==> config.mk <==
export PLATFORM = sky130hd
export DESIGN_NAME = cbpm_ctrl
export DESIGN_NICKNAME = d
export VERILOG_FILES = /design/src/hw/rtl/cbpm_pkg.sv /design/src/hw/rtl/cbpm_ctrl.sv
export VERILOG_INCLUDE_DIRS = /design/src /design/src/hw/rtl
export SDC_FILE = /design/constraint.sdc
export NUM_CORES = 1
export LEC_CHECK = 0
export ABC_CLOCK_PERIOD_IN_PS = 1900
export BUFFER_PORTS_ARGS = -buffer_cell sky130_fd_sc_hd__buf_2
export CORE_AREA = 2 2 39 41
export DETAILED_ROUTE_END_ITERATION = 12
export DIE_AREA = 0 0 41 43
export PLACE_DENSITY_LB_ADDON = 0.3
export SLEW_MARGIN = 20
export SYNTH_ARGS = -nofsm -noshare
export SYNTH_HDL_FRONTEND = slang
export SYNTH_SLANG_ARGS = --single-unit
==> constraint.sdc <==
create_clock -name i_clk -period 1.9 [get_ports i_clk]
set_input_delay 0.095 -clock i_clk [delete_from_list [all_inputs] [get_ports i_clk]]
set_output_delay 0.095 -clock i_clk [all_outputs]
set_load 0.01 [all_outputs]
==> src/hw/rtl/assert_macros.svh <==
// ---------------------------------------------------------------------------
// Assertion macros
// Shared concurrent assertion helpers for the probability map RTL.
// ---------------------------------------------------------------------------
`ifndef ASSERT_MACROS_SVH
`define ASSERT_MACROS_SVH

// Same-cycle implication, disabled while reset is asserted
`define ASSERT_IMPL(label, clk, rstn, ante, cons, msg) \
    label: assert property (@(posedge clk) disable iff (!(rstn)) (ante) |-> (cons)) \
        else $error(msg);

// Next-cycle implication, disabled while reset is asserted
`define ASSERT_NEXT(label, clk, rstn, ante, cons, msg) \
    label: assert property (@(posedge clk) disable iff (!(rstn)) (ante) |=> (cons)) \
        else $error(msg);

`endif

==> src/hw/rtl/cbpm_pkg.sv <==
// ---------------------------------------------------------------------------
// cbpm_pkg
// Constants and shared types of the context bit-probability map.
// ---------------------------------------------------------------------------
`timescale 1ns / 1ps
`default_nettype none

package cbpm_pkg;

    // Configuration of the map
    localparam int CONTEXT_BITS = 8;
    localparam int INPUT_BITS   = 8;
    localparam int INIT_RATE    = 0;

    // Table geometry
    localparam int ROW_NODES  = (1 << INPUT_BITS) - 1;
    localparam int TABLE_SIZE = (1 << CONTEXT_BITS) * ROW_NODES;
    localparam int SLOT_W     = $clog2(TABLE_SIZE);
    localparam int NODE_W     = INPUT_BITS;
    localparam int WALK_W     = $clog2(INPUT_BITS) + 1;

    // Slot layout and arithmetic widths
    localparam int WORD_W   = 32;
    localparam int CTX_W    = 32;
    localparam int CNT_W    = 10;
    localparam int PROB_W   = 22;
    localparam int PRED_W   = 12;
    localparam int RATE_W   = 13;
    localparam int ERR_W    = PROB_W + 2;
    localparam int SH_W     = ERR_W - 3;
    localparam int CNT_MAX  = 1023;
    localparam int DT_DEPTH = 1 << CNT_W;
    localparam int DT_NUM   = 16384;

    localparam logic [WORD_W-1:0] STEP_MASK = 32'hffff_fc00;
    localparam int                INIT_CNT  = (INIT_RATE > CNT_MAX) ? CNT_MAX : INIT_RATE;
    localparam logic [WORD_W-1:0] INIT_SLOT = 32'h8000_0000 | WORD_W'(INIT_CNT);

    // Configuration port
    localparam int              CFG_AW          = 3;
    localparam int              CFG_DW          = 32;
    localparam logic            REG_COUNT_LIMIT = 1'b0;
    localparam logic [CNT_W-1:0] LIMIT_RESET    = 10'd1023;

    // Controller to datapath commands
    typedef struct packed {
        logic clr_wr;    // write reset value during the clearing pass
        logic ctx_load;  // take a new context
        logic rd_old;    // take a bit beat, read the slot predicted last
        logic look;      // capture old slot, rate and error
        logic mul;       // form the probability step
        logic wr_upd;    // write the updated slot, read the next slot
        logic finish;    // present the prediction, advance the walk
    } t_cmd;

    // Datapath to controller status
    typedef struct packed {
        logic clr_done;
    } t_stat;

endpackage

`default_nettype wire

==> src/hw/rtl/cbpm_ctrl.sv <==
// ---------------------------------------------------------------------------
// cbpm_ctrl
// Sequencer of the probability map: clearing pass, then context loads and
// one update and one prediction per bit beat.
// ---------------------------------------------------------------------------
`timescale 1ns / 1ps
`default_nettype none
`include "assert_macros.svh"

module cbpm_ctrl (
    input  wire logic          i_clk,
    input  wire logic          i_rst_n,
    input  wire logic          i_start,
    input  wire logic          i_kind,
    input  wire cbpm_pkg::t_stat i_stat,
    output logic               o_busy,
    output logic               o_valid,
    output cbpm_pkg::t_cmd     o_cmd
);

    typedef enum logic [5:0] {
        S_CLEAR = 6'b000001,
        S_IDLE  = 6'b000010,
        S_LOOK  = 6'b000100,
        S_MUL   = 6'b001000,
        S_WR    = 6'b010000,
        S_OUT   = 6'b100000
    } t_state;

    t_state r_state;
    t_state n_state;

    // Advance the sequence
    always_comb begin
        n_state = r_state;
        unique case (r_state)
            S_CLEAR: begin
                if (i_stat.clr_done) begin
                    n_state = S_IDLE;
                end
            end
            S_IDLE: begin
                if (i_start && i_kind) begin
                    n_state = S_LOOK;
                end
            end
            S_LOOK:  n_state = S_MUL;
            S_MUL:   n_state = S_WR;
            S_WR:    n_state = S_OUT;
            S_OUT:   n_state = S_IDLE;
            default: n_state = S_CLEAR;
        endcase
    end

    always_ff @(posedge i_clk) begin
        if (!i_rst_n) begin
            r_state <= S_CLEAR;
        end else begin
            r_state <= n_state;
        end
    end

    // Drive commands and handshake
    always_comb begin
        o_cmd          = '0;
        o_cmd.clr_wr   = (r_state == S_CLEAR);
        o_cmd.ctx_load = (r_state == S_IDLE) && i_start && !i_kind;
        o_cmd.rd_old   = (r_state == S_IDLE) && i_start && i_kind;
        o_cmd.look     = (r_state == S_LOOK);
        o_cmd.mul      = (r_state == S_MUL);
        o_cmd.wr_upd   = (r_state == S_WR);
        o_cmd.finish   = (r_state == S_OUT);
    end

    assign o_busy  = (r_state != S_IDLE);
    assign o_valid = (r_state == S_OUT);

    `ASSERT_NEXT(a_clear_exit, i_clk, i_rst_n, (r_state == S_CLEAR) && i_stat.clr_done,
        r_state == S_IDLE, "clearing pass did not hand over to idle")
    `ASSERT_NEXT(a_bit_beat, i_clk, i_rst_n, i_start && !o_busy && i_kind,
        r_state == S_LOOK, "bit beat accepted without starting the update")
    `ASSERT_IMPL(a_cmd_excl, i_clk, i_rst_n, 1'b1, $onehot0(o_cmd),
        "more than one datapath command at once")

endmodule

`default_nettype wire

==> results of run 1 <==
-- cells in the final DEF (no fill, tap or decap), drive strengths merged, types with 2 or more instances in the layout --
cell    Yosys  layout
nor3        4       4
buf         3      14
nor2        5       5
nor4        4       4
dfxtp       6       6
nand2       2       2
nand3b      3       3
xor2        2       2
clkbuf      0       3
-- layer usage --
layer	vias to the layer above	GRT usage
met3	0	0.0471
li1	190	-
met5	-	0
met1	157	0.169
met2	12	0.166
met4	0	0.100
-- worst min-delay path by stage --
stage	cells past startpoint	end	slack, ns
after detailed placement	3	r_state[2]$_SDFFE_PN0P_	0.39
after global routing	3	r_state[2]$_SDFFE_PN0P_	0.14
after floorplan	2	r_state[2]$_SDFFE_PN0P_	0.22
after CTS	3	r_state[2]$_SDFFE_PN0P_	0.13
after global placement	3	r_state[2]$_SDFFE_PN0P_	0.39
final	3	r_state[2]$_SDFFE_PN0P_	0.14
-- logic make-up after synthesis --
group,synth area share
AND/OR/NAND/NOR,0.399
AO/OA/AOI/OAI,0.208
flip-flops,0.282
buffers and inverters,0.0704
XOR/XNOR,0.0411
-- area by class of cell --
| class | instances | area share |
|---|---|---|
| Clock buffer | 3 | 0.0437 |
| Sequential cell | 6 | 0.233 |
| Multi-Input combinational cell | 34 | 0.536 |
| Inverter | 1 | 0.00728 |
| Timing Repair Buffer | 14 | 0.141 |
| Tap cell | 16 | 0.0388 |
-- worst max-delay path, delay by kind of cell (launching register included) --
kind                   cells  cell delay [ns]
buffers and inverters      1             0.16
and+or+nand+nor            3             0.88
DFF                        1             0.36
-- where the power goes --
| group | switching, mW | internal [mW] |
|---|---|---|
| logic | 0.0826 | 0.0720 |
| registers | 0.0254 | 0.138 |
| clock network | 0.0447 | 0.0714 |
-- through the flow --
step | setup slack (ns) | hold slack, ns | power [mW] | instances | util
finish | 0.166 | 0.143 | 0.434 | 74 | 0.373
global route | 0.0479 | 0.136 | 0.473 | 74 | 0.373
CTS | 0.168 | 0.130 | 0.443 | 74 | 0.373
detailed placement | 0.331 | 0.387 | 0.321 | 71 | 0.356
global placement | 0.340 | 0.388 | 0.322 | 71 | 0.356
floorplan | 0.449 | 0.215 | 0.288 | 44 | -
==> results.toml, run 1 <==
[setup_path]
critPathLaunch = "r_state[2]$_SDFFE_PN0P_"
worst_r2r_path_depth = 3
worstReg2RegStart = "r_state[1]$_SDFFE_PN0P_"
cp-end-kind = "primary output"
endpoint = "o_cmd[5]"
timing.rr.end = "r_state[5]$_SDFFE_PN0P_"
worstPathArrival_ns = 1.64
r2r_slack_ns = 0.34
crit_fanout = 6
cp.required_ns = 1.80
path_cells = "nor4_2 -> nand2_1 -> nor3b_1 -> buf_2"
slowest_delay_ns = 0.49
cpMaxStageDelayCell = "nor4_2"
cp-start-kind = "register"
worstSetupPathType = "register to primary output"

[place]
gp_congestion = 0.719
dpl_cell_area_um2 = 493
dp_hpwl_um = 658
io_buffers = 13

[cells_and_area]
syn_to_final_growth_pct = 20.8
layout.area.seq_um2 = 120
n_fill_cell = 141
largest_reg_flops = 6
final_nets = 65
top_regs = "r_state: 6 flops"
antenna_cells = 0
multi_input_area_um2 = 277
design_area_um2 = 515
top_register = "r_state"
drive_above_1_share = 0.448

[floorplan]
core.rowCount = 14
io-pin-count = 14
die_y_um = 43
dieArea_um2 = 1760
core-area_um2 = 1380
die_w_um = 41
start_util = 0.308

[clocking]
clkTransAtPathRegs_ns = 0.04
cts_tree = "yes"
cts_resized = 0
clk_latency_ns = 0.24
clock-sinks = 6
postCtsHoldBufs = 0
postCtsSetupBuffers = 0
htreeDepth = 1
clk_path_buf_depth = 2
cts_made_buffers = 3
cts-root-buf = "clkbuf_4"

[sta]
fin_worst_skew_ns = 0.00196
period_share = 0.913
max_slew_margin = 0.691
setup_viol = 0
tns_ns = 0
rsz0062_at_grt = "false"
min_period_ns = 1.73
max_freq_mhz = 577
final_hold_viol_count = 0
drv_slew = 0
tightestPinTransition_ns = 0.459

[synth]
netlist_instances = 44
yosysTopAreaCell = "dfxtp_1"
seq_area_frac_synth = 0.282
yosysTopAreaCellShare = 0.282
synth_commonest_cells = "dfxtp_1 (6), nor2_1 (5), nor3_1 (4), nor4_2 (4), nand3b_1 (3)"
avgSynthCellArea_um2 = 9.70
yosysWarnings = 0
synth_area_um2 = 427
synth-edff-count = 0
synthArstFlopShare = 0
synth-seq-cells = 6
yosysMostFrequentCell = "dfxtp_1"
synth_cell_types = 24
yosys-top-cells-area = "dfxtp_1 (28%), nor4_2 (12%), nand3b_1 (5.3%)"
synth_ff_type = "dfxtp_1"
syn_nets = 49

[power_and_ir_drop]
ir_worst_vdd_mv = 0.273
p_leak_nw = 0.218
p_per_area_nw_per_um2 = 843

[global_route]
grt_pass1_vias = 335
grt_max_degree = 11
grt.overflow.total = 0
grt_use_total = 0.130
grt_pass1_wl_mm = 1.48
antenna_found_initial = 0

[detailed_routing]
routedWlPerCell_um = 11.8
ant_nets = 0
wirelength_um = 871
dr_wl_met3_um = 57
vias = 359
routed.top_layer = "met3"
met2_length_um = 377
vias_per_cell = 4.85
remaining_drc_errors = 0
firstDrtPassIters = 3
drt_iter0_markers = 8
route.layer.met1.wl_um = 435

[min_path]
holdCritPathClass = "input pin to register"
min_from = "i_rst_n"

[outcome]
status = "finished, final reports clean"

[job]
drv_cap = 0
No activity file was read; power rests on OpenSTA's default activity.
==> inputs of run 2 (changes only) <==
Settings changed: ABC_AREA from default to 1, CTS_CLUSTER_SIZE from default to 25, PLACE_DENSITY from default to 0.46, PLACE_DENSITY_LB_ADDON 0.3 to default.
==> run 2 against run 1 <==
Against the previous run: clock-buffer cell count unchanged; combinational power down 52%; critical path depth up 1; final cell count up 12%; setup slack better by 0.44 ns; synthesized area down 16%.
==> results.toml, run 2 <==
[outcome]
status = "finished, final reports clean"

[clocking]
cts_resized = 0
htreeDepth = 1
cts_tree = "yes"
cts_made_buffers = 3
clk_path_buf_depth = 2
clkTransAtPathRegs_ns = 0.04
postCtsSetupBuffers = 0
clk_latency_ns = 0.24
postCtsHoldBufs = 0
cts-root-buf = "clkbuf_4"
clock-sinks = 6

[setup_path]
critPathLaunch = "r_state[1]$_SDFFE_PN0P_"
cp-start-kind = "register"
cp.required_ns = 1.80
worstReg2RegStart = "r_state[5]$_SDFFE_PN0P_"
crit_fanout = 6
cp-end-kind = "primary output"
worstSetupPathType = "register to primary output"
worstPathArrival_ns = 1.20

[sta]
rsz0062_at_grt = "false"
max_freq_mhz = 774
hold-worst-slack_ns = 0.109
drv_slew = 0
period_share = 0.680
fin_worst_skew_ns = 0.000571
max_slew_margin = 0.890
setup_slack_ns = 0.608
final_hold_viol_count = 0
min_period_ns = 1.29
tns_ns = 0
tightestPinTransition_ns = 0.165
setup_viol = 0

[cells_and_area]
design_area_um2 = 460
syn_to_final_growth_pct = 27.8
drive_above_1_share = 0.388
antenna_cells = 0
mostFrequentLayoutCells = "inv_1 (13), buf_2 (13), nor2_1 (11)"
top_regs = "r_state: 6 flops"
n_fill_cell = 164
final_nets = 74
top_register = "r_state"
largest_reg_flops = 6
stdcell_count = 83

[min_path]
holdCritPathClass = "input pin to register"
min_from = "i_rst_n"

[synth]
synth-xor-area-share = 0
yosysTopAreaCell = "dfxtp_1"
syn_nets = 57
synthArstFlopShare = 0
synthMuxAreaShare = 0
avgSynthCellArea_um2 = 6.93
synth-seq-cells = 6
synth-edff-count = 0
synth_area_um2 = 360
yosys.area_share.simple = 0.476
yosysWarnings = 0
synth_top_family_by_area = "simple AND/OR/NAND/NOR gates"
synth_commonest_cells = "inv_1 (13), nor2_1 (11), dfxtp_1 (6), nand2_1 (6)"
netlist_instances = 52
synth_cell_types = 15
yosysMostFrequentCell = "inv_1"
yosys-top-cells-area = "dfxtp_1 (33%), inv_1 (14%), nor2_1 (11%)"
synth_compound_area_frac = 0.0243
seq_area_frac_synth = 0.333
synthAdderAreaFrac = 0
synth_ff_type = "dfxtp_1"
yosysTopAreaCellShare = 0.333

[place]
place_inst = 80
gp_congestion = 0.669
io_buffers = 13
dp_hpwl_um = 564
dpl_cell_area_um2 = 438
place_ws_ns = 0.852

[global_route]
antenna_found_initial = 0
use_met2 = 0.125
grt_pass1_wl_mm = 1.04
grt.busiest_layer = "met2"
use_met1 = 0.103
grt_use_total = 0.0934
grt_pass1_vias = 282
grt_max_degree = 7
grtUsageMet3 = 0.0157
grt.overflow.total = 0

[floorplan]
io-pin-count = 14
core.rowCount = 14
die_y_um = 43
start_util = 0.260
dieArea_um2 = 1760
core-area_um2 = 1380
die_w_um = 41

[detailed_routing]
vias_per_cell = 4.02
remaining_drc_errors = 0
routedWlPerCell_um = 7.94
wirelength_um = 659
firstDrtPassIters = 3
ant_nets = 0
vias = 334
drt_iter0_markers = 2

[power_and_ir_drop]
p_per_area_nw_per_um2 = 723
ir_worst_vdd_mv = 0.260
p_leak_nw = 0.291

[job]
drv_cap = 0
## run 2: kinds of logic (layout without fill, tap and decap cells)
family | after synthesis | count (layout)
buf+inv | 15 | 30
simple gates | 30 | 30
flops | 6 | 6
compound gates | 1 | 1
## run 2: worst max-delay path, stage by stage (launching register included)
cell	delay, ns
dfxtp_1	0.37
inv_2	0.04
nor2_2	0.13
nand3_4	0.12
nor3b_2	0.16
buf_2	0.14
## run 2: through the flow
stage	util	power (mW)
after global routing	0.333	0.352
final	0.333	0.333
after global placement	0.316	0.222
after floorplan	-	0.199
after detailed placement	0.316	0.222
after CTS	0.333	0.339
## run 2: final timing paths
path,to,cells after the start,slack (ns)
setup reg to reg,r_state[0]$_SDFFE_PN1P_,6,0.89
hold / removal,r_state[1]$_SDFFE_PN0P_,3,0.11
hold reg to reg,r_state[2]$_SDFFE_PN0P_,4,0.61
setup / recovery,o_cmd[5],5,0.61
## run 2: area by class of cell
class                   instances  area [um^2]  area share
flip-flops and latches          6          120       0.261
inverters                      14         52.6       0.114
clock buffers                   3         22.5      0.0489
multi-input cells              31          180       0.391
well taps                      16         20.0      0.0435
repair buffers                 13         65.1       0.141
## run 2: routing by layer
layer	vias up	part of all wire
met4	0	0.020
met3	2	0.061
li1	186	-
met5	-	0
met1	136	0.44
met2	10	0.47
## run 2: report_power, final
group | switching [mW] | leakage, nW | internal, mW
clock | 0.0438 | 0.0138 | 0.0713
sequential | 0.00842 | 0.0488 | 0.135
combinational | 0.0456 | 0.229 | 0.0287
total | 0.0978 | 0.291 | 0.235
==> inputs of run 3 (changes only) <==
Settings changed: ABC_CLOCK_PERIOD_IN_PS 1900 to 1200.
Clock period 1.9 ns to 1.2 ns, I/O delays scaled along.
==> run 3 against run 2 <==
Against the previous run: the run now ends with setup timing left; die area is the same; critical path type unchanged; via count grew 11%; largest power group unchanged; critical path depth is 1 lower; largest cell class unchanged; global-route usage rose by 1.9 points; final cell count rose by 7.2%.
==> results.toml, run 3 (synthesis gave the netlist of run 2 again) <==
[outcome]
status = "finished with violations"
failed_checks = "setup timing"

[cells_and_area]
n_fill_cell = 154
largest_reg_flops = 6
mostFrequentLayoutCells = "inv_1 (13), buf_2 (13), nor2_1 (11)"
antenna_cells = 0
top_register = "r_state"
top_regs = "r_state: 6 flops"
stdcell_count = 89
drive_above_1_share = 0.521
syn_to_final_growth_pct = 46.2
final_nets = 80

[power_and_ir_drop]
ir_worst_vdd_mv = 0.456
p_leak_nw = 0.321
p_per_area_nw_per_um2 = 1060

[setup_path]
crit_fanout = 4
worstSetupPathType = "register to primary output"
cp.required_ns = 1.14
worstPathArrival_ns = 1.15
cp-start-kind = "register"
cp-end-kind = "primary output"

[detailed_routing]
remaining_drc_errors = 0
routedWlPerCell_um = 8.88
ant_nets = 0
vias_per_cell = 4.18
wirelength_um = 790
drt_iter0_markers = 4
vias = 372
firstDrtPassIters = 2

[clocking]
clock-sinks = 6
cts_made_buffers = 3
cts-root-buf = "clkbuf_4"
clk_latency_ns = 0.24
cts_tree = "yes"
clk_path_buf_depth = 2
postCtsHoldBufs = 0
clkTransAtPathRegs_ns = 0.04
htreeDepth = 1

[place]
place_ws_ns = 0.183
place_inst = 80
gp_congestion = 0.650
dp_hpwl_um = 564
io_buffers = 13

[min_path]
holdCritPathClass = "input pin to register"

[floorplan]
dieArea_um2 = 1760
start_util = 0.260
core-area_um2 = 1380
core.rowCount = 14
io-pin-count = 14
die_y_um = 43
die_w_um = 41

[global_route]
antenna_found_initial = 0
grt_max_degree = 5
grt_pass1_vias = 283
grt_pass1_wl_mm = 1.25
grt_use_total = 0.112
grt.overflow.total = 0

[sta]
fin_worst_skew_ns = 0.000555
final_hold_viol_count = 0
min_period_ns = 1.21
hold-worst-slack_ns = 0.0656
period_share = 1.01
setup_slack_ns = -0.00612
setup_viol = 2
max_slew_margin = 0.893
drv_slew = 0
tns_ns = -0.00872
tightestPinTransition_ns = 0.160
rsz0062_at_grt = "true"
max_freq_mhz = 829

[job]
drv_cap = 0
-- run 3: cell count changes in the layout (fill, tap and decap cells not counted), sizes merged --
cell and change:
buf +6
-- run 3: critical path, cell delays in order (launching register included) --
cell	delay, ns
dfxtp_2	0.33
nor2_4	0.17
nand3_4	0.11
nor3b_2	0.15
buf_2	0.14
-- run 3: final timing paths --
check	start	end	slack [ns]	depth (start not counted)
worst min-delay path	i_rst_n	r_state[1]$_SDFFE_PN0P_	0.07	3
worst max register to register	r_state[2]$_SDFFE_PN0P_	r_state[0]$_SDFFE_PN1P_	0.02	8
worst min register to register	r_state[3]$_SDFFE_PN0P_	r_state[3]$_SDFFE_PN0P_	0.60	3
worst max-delay path	r_state[2]$_SDFFE_PN0P_	o_cmd[5]	-0.006	4
-- run 3: metrics by stage --
| stage | power [mW] | util | area [um^2] |
|---|---|---|---|
| detailed placement | 0.351 | 0.316 | 438 |
| CTS | 0.559 | 0.367 | 508 |
| floorplan | 0.315 | - | 360 |
| global placement | 0.351 | 0.316 | 438 |
| global route | 0.601 | 0.381 | 527 |
| finish | 0.560 | 0.381 | 527 |
-- run 3: repair_timing --
item / 4_1_cts / 5_1_grt
pin swaps: 4 / 3
gates resized for setup: 5 / 4
endpoints found under the setup margin: 1 / 10
buffers inserted: 5 / 1
-- run 3: layout make-up --
type                            instances  area (um^2)  area share
Tap cell                               16         20.0      0.0380
Sequential cell                         6          128       0.242
Inverter                               14         52.6      0.0998
Timing Repair Buffer                   19          114       0.216
Multi-Input combinational cell         31          190       0.361
Clock buffer                            3         22.5      0.0428
-- run 3: routing by layer --
metal / vias to the layer above / wire length [um] / track usage
met2: 12 / 383 / 0.144
met4: 0 / 39 / 0.120
met3: 4 / 31 / 0.0157
li1: 197 / - / -
met5: - / 0 / 0
met1: 159 / 336 / 0.144
-- run 3: power by group --
part / internal, mW / switching [mW]
sequential: 0.216 / 0.0202
combinational: 0.0591 / 0.0775
clock: 0.113 / 0.0737
total: 0.389 / 0.171
